[src/rtl/clns_pkg.sv]
// shared types, constants and control-word helpers for the character lcd nibble sequencer
package clns_pkg;

    // display geometry
    localparam int unsigned ROW_COUNT = 2;
    localparam int unsigned COL_COUNT = 16;

    // field widths
    localparam int unsigned ROW_W  = 2;
    localparam int unsigned COL_W  = 6;
    localparam int unsigned CHAR_W = 8;
    localparam int unsigned BYTE_W = 8;
    localparam int unsigned STEP_W = 6;

    // configuration port
    localparam int unsigned PADDR_W = 3;
    localparam int unsigned PDATA_W = 32;
    localparam logic [0:0]  REG_BACKLIGHT = 1'b0;

    // microprogram entry points
    localparam logic [STEP_W-1:0] INIT_ADDR = 6'd0;
    localparam logic [STEP_W-1:0] BYTE_ADDR = 6'd43;
    localparam logic [STEP_W-1:0] ERR_ADDR  = 6'd49;

    // display command bytes
    localparam logic [BYTE_W-1:0] CLEAR_CMD     = 8'h01;
    localparam logic [BYTE_W-1:0] SET_DDRAM_CMD = 8'h80;

    typedef enum logic [1:0] {
        CMD_INIT   = 2'd0,
        CMD_CLEAR  = 2'd1,
        CMD_CURSOR = 2'd2,
        CMD_WRITE  = 2'd3
    } cmd_t;

    typedef enum logic [1:0] {
        ST_OK        = 2'd0,
        ST_NOT_READY = 2'd1,
        ST_RANGE     = 2'd2
    } status_t;

    typedef enum logic [1:0] {
        NIB_CONST = 2'd0,
        NIB_HI    = 2'd1,
        NIB_LO    = 2'd2
    } nib_src_t;

    typedef struct packed {
        nib_src_t   nib_src;
        logic [3:0] nib;
        logic       en;
        logic       fin;
        logic       err;
    } ucode_t;

    function automatic ucode_t uc_const(input logic [3:0] nib, input logic en,
                                        input logic fin);
        ucode_t w;
        w.nib_src = NIB_CONST;
        w.nib     = nib;
        w.en      = en;
        w.fin     = fin;
        w.err     = 1'b0;
        return w;
    endfunction

    function automatic ucode_t uc_data(input nib_src_t src, input logic en,
                                       input logic fin);
        ucode_t w;
        w.nib_src = src;
        w.nib     = 4'h0;
        w.en      = en;
        w.fin     = fin;
        w.err     = 1'b0;
        return w;
    endfunction

endpackage

[src/rtl/clns_ucode_rom.sv]
// microprogram rom: one control word per emitted expander byte
module clns_ucode_rom
(
    input  logic [clns_pkg::STEP_W-1:0] step,
    output clns_pkg::ucode_t            word
);

    always_comb
    begin
        case (step)
            // init: backlight-only byte
            6'd0:  word = clns_pkg::uc_const(4'h0, 1'b0, 1'b0);
            // init: function-set nibbles 3, 3, 3, 2
            6'd1:  word = clns_pkg::uc_const(4'h3, 1'b0, 1'b0);
            6'd2:  word = clns_pkg::uc_const(4'h3, 1'b1, 1'b0);
            6'd3:  word = clns_pkg::uc_const(4'h3, 1'b0, 1'b0);
            6'd4:  word = clns_pkg::uc_const(4'h3, 1'b0, 1'b0);
            6'd5:  word = clns_pkg::uc_const(4'h3, 1'b1, 1'b0);
            6'd6:  word = clns_pkg::uc_const(4'h3, 1'b0, 1'b0);
            6'd7:  word = clns_pkg::uc_const(4'h3, 1'b0, 1'b0);
            6'd8:  word = clns_pkg::uc_const(4'h3, 1'b1, 1'b0);
            6'd9:  word = clns_pkg::uc_const(4'h3, 1'b0, 1'b0);
            6'd10: word = clns_pkg::uc_const(4'h2, 1'b0, 1'b0);
            6'd11: word = clns_pkg::uc_const(4'h2, 1'b1, 1'b0);
            6'd12: word = clns_pkg::uc_const(4'h2, 1'b0, 1'b0);
            // init: command 0x28
            6'd13: word = clns_pkg::uc_const(4'h2, 1'b0, 1'b0);
            6'd14: word = clns_pkg::uc_const(4'h2, 1'b1, 1'b0);
            6'd15: word = clns_pkg::uc_const(4'h2, 1'b0, 1'b0);
            6'd16: word = clns_pkg::uc_const(4'h8, 1'b0, 1'b0);
            6'd17: word = clns_pkg::uc_const(4'h8, 1'b1, 1'b0);
            6'd18: word = clns_pkg::uc_const(4'h8, 1'b0, 1'b0);
            // init: command 0x08
            6'd19: word = clns_pkg::uc_const(4'h0, 1'b0, 1'b0);
            6'd20: word = clns_pkg::uc_const(4'h0, 1'b1, 1'b0);
            6'd21: word = clns_pkg::uc_const(4'h0, 1'b0, 1'b0);
            6'd22: word = clns_pkg::uc_const(4'h8, 1'b0, 1'b0);
            6'd23: word = clns_pkg::uc_const(4'h8, 1'b1, 1'b0);
            6'd24: word = clns_pkg::uc_const(4'h8, 1'b0, 1'b0);
            // init: command 0x01
            6'd25: word = clns_pkg::uc_const(4'h0, 1'b0, 1'b0);
            6'd26: word = clns_pkg::uc_const(4'h0, 1'b1, 1'b0);
            6'd27: word = clns_pkg::uc_const(4'h0, 1'b0, 1'b0);
            6'd28: word = clns_pkg::uc_const(4'h1, 1'b0, 1'b0);
            6'd29: word = clns_pkg::uc_const(4'h1, 1'b1, 1'b0);
            6'd30: word = clns_pkg::uc_const(4'h1, 1'b0, 1'b0);
            // init: command 0x06
            6'd31: word = clns_pkg::uc_const(4'h0, 1'b0, 1'b0);
            6'd32: word = clns_pkg::uc_const(4'h0, 1'b1, 1'b0);
            6'd33: word = clns_pkg::uc_const(4'h0, 1'b0, 1'b0);
            6'd34: word = clns_pkg::uc_const(4'h6, 1'b0, 1'b0);
            6'd35: word = clns_pkg::uc_const(4'h6, 1'b1, 1'b0);
            6'd36: word = clns_pkg::uc_const(4'h6, 1'b0, 1'b0);
            // init: command 0x0c
            6'd37: word = clns_pkg::uc_const(4'h0, 1'b0, 1'b0);
            6'd38: word = clns_pkg::uc_const(4'h0, 1'b1, 1'b0);
            6'd39: word = clns_pkg::uc_const(4'h0, 1'b0, 1'b0);
            6'd40: word = clns_pkg::uc_const(4'hC, 1'b0, 1'b0);
            6'd41: word = clns_pkg::uc_const(4'hC, 1'b1, 1'b0);
            6'd42: word = clns_pkg::uc_const(4'hC, 1'b0, 1'b1);
            // shared byte routine: high nibble then low nibble of the data register
            6'd43: word = clns_pkg::uc_data(clns_pkg::NIB_HI, 1'b0, 1'b0);
            6'd44: word = clns_pkg::uc_data(clns_pkg::NIB_HI, 1'b1, 1'b0);
            6'd45: word = clns_pkg::uc_data(clns_pkg::NIB_HI, 1'b0, 1'b0);
            6'd46: word = clns_pkg::uc_data(clns_pkg::NIB_LO, 1'b0, 1'b0);
            6'd47: word = clns_pkg::uc_data(clns_pkg::NIB_LO, 1'b1, 1'b0);
            6'd48: word = clns_pkg::uc_data(clns_pkg::NIB_LO, 1'b0, 1'b1);
            // single error result
            6'd49:
            begin
                word     = clns_pkg::uc_const(4'h0, 1'b0, 1'b1);
                word.err = 1'b1;
            end
            default:
            begin
                word     = clns_pkg::uc_const(4'h0, 1'b0, 1'b1);
                word.err = 1'b1;
            end
        endcase
    end

endmodule

[src/rtl/clns_apb_regs.sv]
// apb configuration register file holding the backlight enable
module clns_apb_regs
(
    input  logic                         clk,
    input  logic                         rst_n,
    input  logic                         psel,
    input  logic                         penable,
    input  logic                         pwrite,
    input  logic [clns_pkg::PADDR_W-1:0] paddr,
    input  logic [clns_pkg::PDATA_W-1:0] pwdata,
    output logic [clns_pkg::PDATA_W-1:0] prdata,
    output logic                         pready,
    output logic                         backlight_on
);

    logic backlight_reg;
    logic backlight_next;
    logic hit;

    assign pready = 1'b1;
    // byte offset bits are ignored, the word index selects the register
    assign hit = (paddr[clns_pkg::PADDR_W-1:2] == clns_pkg::REG_BACKLIGHT);

    always_comb
    begin
        backlight_next = backlight_reg;
        if (psel && penable && pwrite && pready && hit)
        begin
            backlight_next = pwdata[0];
        end
    end

    always_ff @(posedge clk or negedge rst_n)
    begin
        if (!rst_n)
        begin
            backlight_reg <= 1'b1;
        end
        else
        begin
            backlight_reg <= backlight_next;
        end
    end

    assign prdata       = hit ? {{(clns_pkg::PDATA_W-1){1'b0}}, backlight_reg} : '0;
    assign backlight_on = backlight_reg;

endmodule

[src/rtl/char_lcd_nibble_sequencer.sv]
// top level: request dispatch, microcode step counter, byte datapath and output register
// a request loads the step counter; its first byte then enters the output register
// throughput: one byte per cycle from the microcode step counter unless the output stalls;
//   clear, set cursor and write character emit 6 bytes, init 43, a rejected request 1
// the next request is taken in the cycle the final word of the current one is loaded
// reset: display not ready, backlight on, output empty; no clearing pass
module char_lcd_nibble_sequencer
(
    input  logic                         clk,
    input  logic                         rst_n,
    input  logic                         psel,
    input  logic                         penable,
    input  logic                         pwrite,
    input  logic [clns_pkg::PADDR_W-1:0] paddr,
    input  logic [clns_pkg::PDATA_W-1:0] pwdata,
    output logic [clns_pkg::PDATA_W-1:0] prdata,
    output logic                         pready,
    input  logic                         s_axis_tvalid,
    output logic                         s_axis_tready,
    input  logic [15:0]                  s_axis_tdata,  // row[1:0], col[7:2], char_code[15:8]
    input  logic [1:0]                   s_axis_tuser,  // cmd[1:0]
    output logic                         m_axis_tvalid,
    input  logic                         m_axis_tready,
    output logic [7:0]                   m_axis_tdata,  // expander_byte[7:0]
    output logic                         m_axis_tlast,
    output logic [1:0]                   m_axis_tuser   // status[1:0]
);

    clns_pkg::ucode_t word;
    logic             backlight_on;

    logic                                busy_reg,   busy_next;
    logic [clns_pkg::STEP_W-1:0]         step_reg,   step_next;
    logic [clns_pkg::BYTE_W-1:0]         data_reg,   data_next;
    logic                                rs_reg,     rs_next;
    clns_pkg::status_t                   err_reg,    err_next;
    logic                                ready_reg,  ready_next;
    logic                                m_valid_reg, m_valid_next;
    logic [clns_pkg::BYTE_W-1:0]         m_data_reg, m_data_next;
    logic                                m_last_reg, m_last_next;
    clns_pkg::status_t                   m_user_reg, m_user_next;

    logic                                advance;
    logic                                fin_load;
    logic                                s_acc;
    clns_pkg::cmd_t                      cmd;
    logic [clns_pkg::ROW_W-1:0]          row;
    logic [clns_pkg::COL_W-1:0]          col;
    logic [clns_pkg::CHAR_W-1:0]         char_code;
    logic                                out_of_range;
    logic [3:0]                          nib;
    logic                                rs_bit;
    logic [clns_pkg::BYTE_W-1:0]         byte_val;

    clns_apb_regs u_regs
    (
        .clk          (clk),
        .rst_n        (rst_n),
        .psel         (psel),
        .penable      (penable),
        .pwrite       (pwrite),
        .paddr        (paddr),
        .pwdata       (pwdata),
        .prdata       (prdata),
        .pready       (pready),
        .backlight_on (backlight_on)
    );

    clns_ucode_rom u_rom
    (
        .step (step_reg),
        .word (word)
    );

    assign cmd       = clns_pkg::cmd_t'(s_axis_tuser);
    assign row       = s_axis_tdata[1:0];
    assign col       = s_axis_tdata[7:2];
    assign char_code = s_axis_tdata[15:8];

    assign out_of_range = (row >= clns_pkg::ROW_W'(clns_pkg::ROW_COUNT)) ||
                          (col >= clns_pkg::COL_W'(clns_pkg::COL_COUNT));

    assign advance       = busy_reg && (!m_valid_reg || m_axis_tready);
    assign fin_load      = advance && word.fin;
    assign s_axis_tready = !busy_reg || fin_load;
    assign s_acc         = s_axis_tvalid && s_axis_tready;

    // byte datapath driven by the current control word
    always_comb
    begin
        case (word.nib_src)
            clns_pkg::NIB_CONST: nib = word.nib;
            clns_pkg::NIB_HI:    nib = data_reg[7:4];
            clns_pkg::NIB_LO:    nib = data_reg[3:0];
            default:             nib = word.nib;
        endcase
        rs_bit   = (word.nib_src != clns_pkg::NIB_CONST) && rs_reg;
        byte_val = word.err ? '0 : {nib, backlight_on, word.en, 1'b0, rs_bit};
    end

    always_comb
    begin
        busy_next    = busy_reg;
        step_next    = step_reg;
        data_next    = data_reg;
        rs_next      = rs_reg;
        err_next     = err_reg;
        ready_next   = ready_reg;
        m_valid_next = m_valid_reg && !m_axis_tready;
        m_data_next  = m_data_reg;
        m_last_next  = m_last_reg;
        m_user_next  = m_user_reg;

        if (advance)
        begin
            step_next    = step_reg + 1'b1;
            m_valid_next = 1'b1;
            m_data_next  = byte_val;
            m_last_next  = word.fin;
            m_user_next  = word.err ? err_reg : clns_pkg::ST_OK;
            if (word.fin)
            begin
                busy_next = 1'b0;
            end
        end

        // dispatch: conditional jump into the microprogram
        if (s_acc)
        begin
            busy_next = 1'b1;
            rs_next   = (cmd == clns_pkg::CMD_WRITE);
            if (cmd == clns_pkg::CMD_INIT)
            begin
                step_next  = clns_pkg::INIT_ADDR;
                ready_next = 1'b1;
            end
            else if (!ready_reg)
            begin
                step_next = clns_pkg::ERR_ADDR;
                err_next  = clns_pkg::ST_NOT_READY;
            end
            else if ((cmd == clns_pkg::CMD_CURSOR) && out_of_range)
            begin
                step_next = clns_pkg::ERR_ADDR;
                err_next  = clns_pkg::ST_RANGE;
            end
            else
            begin
                step_next = clns_pkg::BYTE_ADDR;
                case (cmd)
                    clns_pkg::CMD_CLEAR:  data_next = clns_pkg::CLEAR_CMD;
                    // rows past the first start at ddram 0x40
                    clns_pkg::CMD_CURSOR: data_next = clns_pkg::SET_DDRAM_CMD |
                                                      {1'b0, (row != '0), col};
                    clns_pkg::CMD_WRITE:  data_next = char_code;
                    default:              data_next = char_code;
                endcase
            end
        end
    end

    always_ff @(posedge clk or negedge rst_n)
    begin
        if (!rst_n)
        begin
            busy_reg    <= 1'b0;
            step_reg    <= clns_pkg::INIT_ADDR;
            ready_reg   <= 1'b0;
            m_valid_reg <= 1'b0;
        end
        else
        begin
            busy_reg    <= busy_next;
            step_reg    <= step_next;
            ready_reg   <= ready_next;
            m_valid_reg <= m_valid_next;
        end
    end

    always_ff @(posedge clk)
    begin
        data_reg   <= data_next;
        rs_reg     <= rs_next;
        err_reg    <= err_next;
        m_data_reg <= m_data_next;
        m_last_reg <= m_last_next;
        m_user_reg <= m_user_next;
    end

    assign m_axis_tvalid = m_valid_reg;
    assign m_axis_tdata  = m_data_reg;
    assign m_axis_tlast  = m_last_reg;
    assign m_axis_tuser  = m_user_reg;

    // error results carry a zero byte and end the transaction run
    a_err_zero : assert property (@(posedge clk) disable iff (!rst_n)
        (m_valid_reg && (m_user_reg != clns_pkg::ST_OK)) |-> (m_data_reg == '0) && m_last_reg)
        else $error("error result with nonzero byte or without last");

    a_step_range : assert property (@(posedge clk) disable iff (!rst_n)
        busy_reg |-> (step_reg <= clns_pkg::ERR_ADDR))
        else $error("step counter past end of microprogram while busy");

    a_not_ready : assert property (@(posedge clk) disable iff (!rst_n)
        (s_acc && (cmd != clns_pkg::CMD_INIT) && !ready_reg) |=>
        (step_reg == clns_pkg::ERR_ADDR) && (err_reg == clns_pkg::ST_NOT_READY))
        else $error("request before init not routed to error step");

    a_init_ready : assert property (@(posedge clk) disable iff (!rst_n)
        (s_acc && (cmd == clns_pkg::CMD_INIT)) |=> ready_reg && (step_reg == clns_pkg::INIT_ADDR))
        else $error("init did not start the init program");

endmodule
[config.mk]
export PLATFORM = sky130hd
export DESIGN_NAME = char_lcd_nibble_sequencer
export DESIGN_NICKNAME = d
export VERILOG_FILES = /design/src/rtl/clns_pkg.sv /design/src/rtl/clns_ucode_rom.sv /design/src/rtl/clns_apb_regs.sv /design/src/rtl/char_lcd_nibble_sequencer.sv
export SDC_FILE = /design/constraint.sdc
export NUM_CORES = 1
export LEC_CHECK = 0
export BUFFER_PORTS_ARGS = -buffer_cell sky130_fd_sc_hd__buf_4
export CAP_MARGIN = 20
export CORE_MARGIN = 3
export CORE_UTILIZATION = 42
export DETAILED_ROUTE_END_ITERATION = 10
export PLACE_DENSITY = 0.77
export SLEW_MARGIN = 20
export SYNTH_ARGS = -nofsm -noshare
export SYNTH_HDL_FRONTEND = slang
export SYNTH_HIERARCHICAL = 1
export SYNTH_SLANG_ARGS = --single-unit
[constraint.sdc]
create_clock -name clk -period 2.3 [get_ports clk]
set_input_delay 0.115 -clock clk [delete_from_list [all_inputs] [get_ports clk]]
set_output_delay 0.115 -clock clk [all_outputs]
set_load 0.05 [all_outputs]
==> results.json, run 1 <==
{
  "critPathLaunchType": "flop",
  "overflow": 0,
  "cts-htree-levels": 2,
  "path_class": "reg -> reg",
  "fin_crit_sh": 0.910,
  "power_leakage_nw": 1.19,
  "antenna_found_initial": 0,
  "avgSynthCellArea_um2": 9.81,
  "first_iter_violations": 92,
  "yosysSeqAreaShare": 0.403,
  "status": "complete, no violations",
  "crit_chain": "inv_1 -> ha_1 -> nand2_1 -> nor2_1 -> o21a_1 -> inv_2 -> o21ai_4 -> nand2_4 -> nor3_4",
  "cts-buffers-inserted": 5,
  "grt_pass1_vias": 1404,
  "p_switching_mw": 1.48,
  "hold_path_class": "in -> reg",
  "synth_cells": 223,
  "gp_congestion": 0.846,
  "die_h_um": 78.2,
  "first_pass_iters": 4,
  "viasPerCell": 4.71,
  "synth_edf_count": 21,
  "hpwl_um": 3190,
  "cts_sinks": 31,
  "finalMaxSlewViolations": 0,
  "p_per_area_nw_per_um2": 1290,
  "synth_common_cells": "34 x buf_4, 21 x edfxtp_1, 18 x inv_1",
  "drc_errors": 0,
  "setup_viol": 0,
  "crit_start": "step_reg[0]$_DFFE_PN0P_",
  "nets": 345,
  "root_buffer": "clkbuf_8",
  "largest_reg_flops": 8,
  "swShare": 0.441,
  "antenna_cells": 0,
  "grt_max_degree": 16,
  "die-area_um2": 6110,
  "cts_tree": "built",
  "ant_nets": 0,
  "yosys_most_used_dff": "edfxtp_1",
  "portBuffers": 39,
  "comb_power_share": 0.571,
  "fin_skew_ns": 0.00908,
  "initial_core_util": 0.448,
  "ys_warn_count": 6,
  "final_layout_size_suffix_gt1_frac": 0.282,
  "irDropWorstVdd_mv": 0.646,
  "io_pins": 106,
  "rsz0062_at_grt": "false",
  "hold_viol": 0,
  "yosys.area.top_type": "edfxtp_1",
  "worst_r2r_startpoint": "step_reg[0]$_DFFE_PN0P_",
  "cp_top_family": "simple AND/OR/NAND/NOR gates",
  "ys_ff_latch": 31,
  "seq_power_share": 0.281,
  "synthDistinctLibCells": 52,
  "async_flop_share": 0.323,
  "grt_util_all_layers": 0.129,
  "n_fill_cell": 449,
  "rows": 25,
  "clk_latency_ns": 0.27,
  "core_um2": 4880,
  "routed_wirelength_um": 3940,
  "die_width_um": 78.2,
  "tns_ns": 0,
  "cp_slowest_stage_delay_ns": 0.41,
  "cp_slowest_cell": "dfrtp_1",
  "max_freq_mhz": 478,
  "cts_max_path_buffers": 2,
  "synth_top_area_share": 0.288,
  "layout_min_cycle_time_ns": 2.09,
  "syn2layout_area_growth_pct": 19.6,
  "internal-power_mw": 1.88,
  "crit_buf_inv": 2,
  "hold_path.startpoint": "s_axis_tvalid",
  "yosys-top-cells-area": "edfxtp_1 29%, buf_4 12%, dfrtp_1 10%",
  "worstPathMaxFanout": 8,
  "p_total_mw": 3.37,
  "num_vias": 1602,
  "grt_pass1_wl_um": 6130,
  "cts.clk_slew.worst_paths_ns": 0.07,
  "wl_per_cell_um": 11.6,
  "pwr-share-clk": 0.149,
  "synth_area_um2": 2190,
  "crit_arrival_ns": 2.02,
  "cp-end-kind": "flop",
  "yosys.cell_count.top_type": "buf_4",
  "max-cap-violations": 0,
  "required_ns": 2.23
}
-- routing by layer --
| layer | track usage | share of wire |
|---|---|---|
| met1 | 0.157 | 0.44 |
| met4 | 0.0524 | 0.018 |
| met5 | 0 | 0 |
| met3 | 0.0356 | 0.069 |
| met2 | 0.215 | 0.47 |
-- path summary, 6_finish.rpt --
path / to / slack, ns / cells past startpoint
max in group asynchronous: u_regs/backlight_on$_DFFE_PN1P_ / 1.85 / 2
max: data_reg[7]$_DFFE_PP_ / 0.21 / 9
min in group asynchronous: step_reg[2]$_DFFE_PN0P_ / 0.22 / 2
min: busy_reg$_DFFE_PN0P_ / 0.06 / 3
max reg2reg: data_reg[7]$_DFFE_PP_ / 0.21 / 9
min reg2reg: err_reg[1]$_SDFFCE_PN0P_ / 0.49 / 0
-- cell type report --
cell class                 count  area [µm²]  share of cell area
timing repair buffer          53         400               0.153
tap                           67        83.8              0.0320
multi-input combinational    160        1060               0.406
clock inverter                 3        38.8              0.0148
sequential                    31         883               0.338
clock buffer                   5        68.8              0.0263
inverter                      21        78.8              0.0301
-- power by group through the flow --
stage | registers (mW) | logic (mW) | clock network (mW)
after detailed placement | 0.955 | 1.92 | 0
after global routing | 0.971 | 2.09 | 0.535
after floorplan | 1.24 | 1.19 | 0
final | 0.945 | 1.92 | 0.501
after CTS | 0.944 | 1.93 | 0.514
after global placement | 0.950 | 1.88 | 0
-- cell families after synthesis --
family	count (synthesis)	synth area share
buffers and inverters	62	0.172
AND/OR/NAND/NOR	56	0.146
AO/OA/AOI/OAI	46	0.145
flip-flops	31	0.403
adder cells (fa/ha/maj)	13	0.0744
XOR/XNOR	6	0.0240
multiplexers	6	0.0292
other	3	0.00515
-- what timing repair did --
action / in CTS / in global routing
buffers inserted: 0 / 0
gates resized for setup: 0 / 2
endpoints found under the hold margin: 10 / 0
setup endpoints to repair: 0 / 3
hold buffers: 1 / 0
-- per-stage QoR --
| stage | utilization | setup WS, ns | cell area, µm² | std cells | hold slack (ns) |
|---|---|---|---|---|---|
| after detailed placement | 0.511 | 0.202 | 2490 | 331 | -0.0383 |
| after global routing | 0.536 | 0.0189 | 2620 | 340 | 0.0671 |
| after global placement | 0.511 | 0.225 | 2490 | 331 | -0.0390 |
| final | 0.536 | 0.207 | 2620 | 340 | 0.0592 |
| after floorplan | - | 0.0816 | 2320 | 253 | -0.181 |
| after CTS | 0.535 | 0.172 | 2610 | 340 | 0.0508 |
-- cell usage in the layout (no fill, tap or decap), types with 7 or more instances in the layout --
cell type,instances
buf_4,52
conb_1,33
edfxtp_1,21
inv_1,18
nor2_1,12
ha_1,12
nand2_1,10
dfrtp_1,8
nand3_1,7
o21ai_1,7
-- worst register-to-register path, delay by kind of cell, from the launching register on --
kind / cells / cell delay [ns]
fa+ha+maj: 1 / 0.17
flops: 1 / 0.41
simple gates: 4 / 0.65
compound gates: 2 / 0.36
buf+inv: 2 / 0.15
(Power assumes the default switching activity.)
==> run 2, diff against run 1 <==
--- a/config.mk
+++ b/config.mk
@@ -5,12 +5,12 @@
 export SDC_FILE = /design/constraint.sdc
 export NUM_CORES = 1
 export LEC_CHECK = 0
-export BUFFER_PORTS_ARGS = -buffer_cell sky130_fd_sc_hd__buf_4
 export CAP_MARGIN = 20
 export CORE_MARGIN = 3
-export CORE_UTILIZATION = 42
+export CORE_UTILIZATION = 45
 export DETAILED_ROUTE_END_ITERATION = 10
-export PLACE_DENSITY = 0.77
+export DONT_BUFFER_PORTS = 1
+export GPL_TIMING_DRIVEN = 0
 export SLEW_MARGIN = 20
 export SYNTH_ARGS = -nofsm -noshare
 export SYNTH_HDL_FRONTEND = slang
==> run 2 against run 1 <==
  * Final cell count is 1.5% lower
  * Combinational power decreased by 15%
  * Wire length is 5.4% higher
  * Sequential cell count did not move
  * Setup slack lost 0.12 ns
  * Largest cell class unchanged
  * Sequential share of layout area is 0.32 points lower
==> results.json, run 2 (synthesis results as in run 1) <==
{
  "status": "complete, no violations",
  "hold_path_class": "in -> reg",
  "path_class": "reg -> reg",
  "cts_tree": "built",
  "clk_latency_ns": 0.27,
  "antenna_found_initial": 0,
  "num_vias": 1559,
  "largest_reg_flops": 8,
  "power_leakage_nw": 1.18,
  "cts_max_path_buffers": 2,
  "hpwl_um": 3130,
  "drc_errors": 0,
  "wl_per_cell_um": 12.4,
  "irDropWorstVdd_mv": 0.507,
  "root_buffer": "clkbuf_8",
  "rsz0062_at_grt": "true",
  "fin_cells": 335,
  "worst_r2r_startpoint": "step_reg[0]$_DFFE_PN0P_",
  "swShare": 0.470,
  "cp-end-kind": "flop",
  "fin_crit_sh": 0.964,
  "fin_skew_ns": 0.00837,
  "antenna_cells": 0,
  "hold_viol": 0,
  "final_common_cell": "buf_4",
  "portBuffers": 0,
  "max_freq_mhz": 451,
  "internal-power_mw": 1.75,
  "die_h_um": 75.7,
  "critPathLaunchType": "flop",
  "nets": 342,
  "seq_power_share": 0.386,
  "finalMaxSlewViolations": 0,
  "routed_wirelength_um": 4150,
  "layout_min_cycle_time_ns": 2.22,
  "required_ns": 2.30,
  "cts.clk_slew.worst_paths_ns": 0.07,
  "rows": 24,
  "cts-htree-levels": 2,
  "place_inst": 318,
  "p_switching_mw": 1.55,
  "grt_max_degree": 11,
  "final_layout_size_suffix_gt1_frac": 0.315,
  "crit_arrival_ns": 2.21,
  "first_iter_violations": 68,
  "post-route-util": 0.585,
  "cts_sinks": 31,
  "worstPathMaxFanout": 8,
  "max-cap-violations": 0,
  "core_um2": 4530,
  "p_per_area_nw_per_um2": 1240,
  "ant_nets": 0,
  "first_pass_iters": 4,
  "overflow": 0,
  "die_width_um": 75.7,
  "comb_power_share": 0.495,
  "worst_slew_pin_slew_ns": 0.513,
  "grt_util_all_layers": 0.149,
  "grt_pass1_wl_um": 6450,
  "die-area_um2": 5730,
  "hold_path.startpoint": "m_axis_tready",
  "gp_congestion": 0.802,
  "grt_pass1_vias": 1414,
  "viasPerCell": 4.65,
  "layout_common_cells": "40 x buf_4, 33 x conb_1, 21 x edfxtp_1, 15 x inv_1, 11 x nor2_1",
  "crit_start": "step_reg[0]$_DFFE_PN0P_",
  "cts-buffers-inserted": 5,
  "initial_core_util": 0.482,
  "relSlewSlack": 0.657,
  "pwr-share-clk": 0.119,
  "n_fill_cell": 394,
  "syn2layout_area_growth_pct": 21.3,
  "io_pins": 106,
  "setup_viol": 0
}
==> run 2: changes by cell type in the layout (fill, tap and decap cells not counted), moves of 3 or more <==
cell	before	now
clkbuf_1	0	4
a22oi_1	4	1
dfrtp_1	8	5
inv_1	18	15
buf_4	52	40
ha_1	12	8
ha_4	0	3
a22oi_2	0	3
dfrtp_2	1	4
==> run 2: power groups by stage <==
stage          clock, mW  combinational (mW)  sequential, mW
2_1_floorplan          0                1.19            1.24
3_3_place_gp           0                1.37            1.28
3_5_place_dp           0                1.38            1.29
4_1_cts            0.410                1.46            1.27
5_1_grt            0.432                1.82            1.30
6_report           0.392                1.63            1.27
==> run 2: layout make-up <==
| type | instances | area (µm²) | area share |
|---|---|---|---|
| Timing Repair Buffer | 10 | 95.1 | 0.0358 |
| Multi-Input combinational cell | 160 | 1130 | 0.427 |
| Tap cell | 65 | 81.3 | 0.0307 |
| Sequential cell | 31 | 887 | 0.334 |
| Clock buffer | 6 | 72.6 | 0.0274 |
| Inverter | 21 | 81.3 | 0.0307 |
| Clock inverter | 2 | 8.76 | 0.00330 |
| Buffer | 40 | 294 | 0.111 |
==> run 2: path summary, 6_finish.rpt <==
kind / slack, ns / depth (start not counted) / to
worst max-delay path: 0.08 / 10 / data_reg[2]$_DFFE_PP_
worst min-delay path: 0.06 / 2 / m_axis_tvalid$_DFF_PN0_
worst max register to register: 0.08 / 10 / data_reg[2]$_DFFE_PP_
worst min register to register: 0.47 / 0 / err_reg[1]$_SDFFCE_PN0P_
max in group asynchronous: 1.67 / 1 / step_reg[3]$_DFFE_PN0P_
min in group asynchronous: 0.25 / 1 / step_reg[2]$_DFFE_PN0P_
==> run 2: layer usage <==
metal	GRT usage	share of wire	vias to the layer above
met2	0.228	0.48	68
met4	0.0466	0.012	0
met3	0.0422	0.067	4
met1	0.206	0.44	694
li1	-	-	793
met5	0	0	-
==> run 2: timing repair <==
item                                    4_1_cts  5_1_grt
pin swaps                                     3        8
resized for setup                             5       18
hold buffers                                  3        0
buffers inserted                              3        4
endpoints found under the hold margin        12        0
endpoints found under the setup margin       14       16
==> run 2: worst max-delay path, stage by stage, from the launching register on <==
cell     delay, ns
dfrtp_2       0.43
inv_2         0.08
ha_4          0.13
nand2_2       0.05
nor2_1        0.09
o21a_1        0.18
inv_2         0.06
o21ai_4       0.41
nand2_4       0.13
nor3_4        0.21
buf_12        0.14
==> run 2: stage by stage <==
step	setup slack [ns]	hold WS (ns)	total power, mW	setup TNS, ns	instance area [µm²]
2_1_floorplan	0.0816	-0.181	2.42	0	2320
3_3_place_gp	-0.216	-0.180	2.65	-2.70	2400
3_5_place_dp	-0.236	-0.180	2.67	-2.99	2400
4_1_cts	0.0116	0.0507	3.13	0	2550
5_1_grt	-0.0751	0.0544	3.55	-0.714	2650
6_report	0.0819	0.0585	3.29	0	2650
==> run 3, diff against run 2 <==
--- a/config.mk
+++ b/config.mk
@@ -11,6 +11,7 @@
 export DETAILED_ROUTE_END_ITERATION = 10
 export DONT_BUFFER_PORTS = 1
 export GPL_TIMING_DRIVEN = 0
+export RECOVER_POWER = 100
 export SLEW_MARGIN = 20
 export SYNTH_ARGS = -nofsm -noshare
 export SYNTH_HDL_FRONTEND = slang
==> constraint.sdc (replaced) <==
create_clock -name clk -period 2.3 [get_ports clk]
set_input_delay 0.345 -clock clk [delete_from_list [all_inputs] [get_ports clk]]
set_output_delay 0.345 -clock clk [all_outputs]
set_load 0.05 [all_outputs]
==> run 3 against run 2 <==
  * Sequential share of layout area is 0.27 points higher
  * Register-to-register slack about the same
  * Utilization down 0.47 points
  * Final cell count shrank 0.60%
  * Setup slack lost 0.0031 ns
  * Sequential power is essentially flat
  * Clock skew up 0.00066 ns
  * Combinational power about the same
  * Wire length decreased by 1.1%
  * Critical path type unchanged
  * Largest power group unchanged
==> results.json, run 3 (synthesis results as in run 1) <==
{
  "num_vias": 1555,
  "grt_pass1_vias": 1405,
  "setup_viol": 0,
  "syn2layout_area_growth_pct": 20.3,
  "multiInputGateArea_um2": 1130,
  "fin_area_um2": 2630,
  "finalMaxSlewViolations": 0,
  "p_per_area_nw_per_um2": 1250,
  "fin_skew_ns": 0.00903,
  "viasPerCell": 4.67,
  "core_um2": 4530,
  "wl_per_cell_um": 12.3,
  "cts.clk_slew.worst_paths_ns": 0.07,
  "worstPathMaxFanout": 8,
  "layout_setup_ws_ns": 0.0787,
  "grt_util_all_layers": 0.148,
  "fin_cells": 333,
  "path_class": "reg -> reg",
  "hold_path.startpoint": "s_axis_tvalid",
  "worst_r2r_startpoint": "step_reg[0]$_DFFE_PN0P_",
  "cts_sinks": 31,
  "root_buffer": "clkbuf_8",
  "ant_nets": 0,
  "postPlaceCellArea_um2": 2400,
  "rsz0062_at_grt": "true",
  "hold_path_class": "in -> reg",
  "nets": 340,
  "routed_wirelength_um": 4100,
  "power_leakage_nw": 1.17,
  "register_area_um2": 887,
  "relSlewSlack": 0.657,
  "io_pins": 106,
  "dp_slack_ns": -0.236,
  "die_width_um": 75.7,
  "status": "complete, no violations",
  "clk_latency_ns": 0.27,
  "cts_max_path_buffers": 2,
  "hold_depth": 2,
  "cp-end-kind": "flop",
  "grt_pass1_wl_um": 6400,
  "required_ns": 2.30,
  "hpwl_um": 3130,
  "max_freq_mhz": 450,
  "irDropWorstVdd_mv": 0.505,
  "antenna_found_initial": 0,
  "layout_common_cells": "40 x buf_4, 33 x conb_1, 21 x edfxtp_1, 15 x inv_1, 11 x nor2_1",
  "p_total_mw": 3.29,
  "n_fill_cell": 395,
  "final_layout_size_suffix_gt1_frac": 0.313,
  "place_inst": 318,
  "overflow": 0,
  "hold_viol": 0,
  "layout_min_cycle_time_ns": 2.22,
  "portBuffers": 0,
  "crit_start": "step_reg[0]$_DFFE_PN0P_",
  "initial_core_util": 0.482,
  "critPathLaunchType": "flop",
  "cts_tree": "built",
  "max-cap-violations": 0,
  "fin_crit_sh": 0.966,
  "first_pass_iters": 4,
  "die_h_um": 75.7,
  "r2r.worst_path.cells": 10,
  "antenna_cells": 0,
  "worst_slew_pin_slew_ns": 0.513,
  "cts-buffers-inserted": 5,
  "largest_reg_flops": 8,
  "die-area_um2": 5730,
  "final_common_cell": "buf_4",
  "drc_errors": 0,
  "rows": 24,
  "holdWs_ns": 0.165,
  "crit_arrival_ns": 2.22,
  "cts-htree-levels": 2,
  "grt_max_degree": 11,
  "first_iter_violations": 47,
  "gp_congestion": 0.802
}
==> run 3: cell type report <==
type / count / area share
multi-input cells: 160 / 0.430
flip-flops and latches: 31 / 0.337
plain buffers: 40 / 0.112
inverters: 21 / 0.0309
well taps: 65 / 0.0309
repair buffers: 8 / 0.0285
clock buffers: 6 / 0.0276
clock inverters: 2 / 0.00333
==> run 3: final timing paths <==
check	to	slack [ns]
worst max-delay path	data_reg[2]$_DFFE_PP_	0.08
worst min-delay path	busy_reg$_DFFE_PN0P_	0.17
worst max register to register	data_reg[2]$_DFFE_PP_	0.08
worst min register to register	err_reg[1]$_SDFFCE_PN0P_	0.47
max in group asynchronous	step_reg[3]$_DFFE_PN0P_	1.44
min in group asynchronous	step_reg[2]$_DFFE_PN0P_	0.47
==> run 3: layer usage <==
layer	vias up	GRT usage	part of all wire
met5	-	0	0
met4	0	0.0466	0.012
met3	4	0.0422	0.066
met2	68	0.223	0.47
met1	693	0.206	0.45
li1	790	-	-
==> run 3: through the flow <==
stage,TNS (ns),utilization
4_1_cts,0,0.558
5_1_grt,-0.714,0.580
3_3_place_gp,-2.70,0.529
2_1_floorplan,0,-
3_5_place_dp,-2.99,0.529
6_report,0,0.580
==> run 3: repair_timing <==
item / CTS / global route
cloned: 0 / 0
buffers inserted: 3 / 4
hold buffers: 1 / 0
hold endpoints to repair: 10 / 0
pin swaps: 3 / 8
resized for setup: 5 / 18
endpoints found under the setup margin: 14 / 17
==> run 3: critical path: stages, from the launching register on <==
cell and delay (ns):
dfrtp_2 0.43, inv_2 0.08, ha_4 0.13, nand2_2 0.05, nor2_1 0.09, o21a_1 0.18, inv_2 0.06, o21ai_4 0.41
nand2_4 0.13, nor3_4 0.21, buf_12 0.14
==> run 3: power breakdown <==
part | switching, mW | leakage, nW | internal, mW
sequential | 0.432 | 0.303 | 0.837
clock | 0.185 | 0.0426 | 0.207
combinational | 0.928 | 0.822 | 0.697
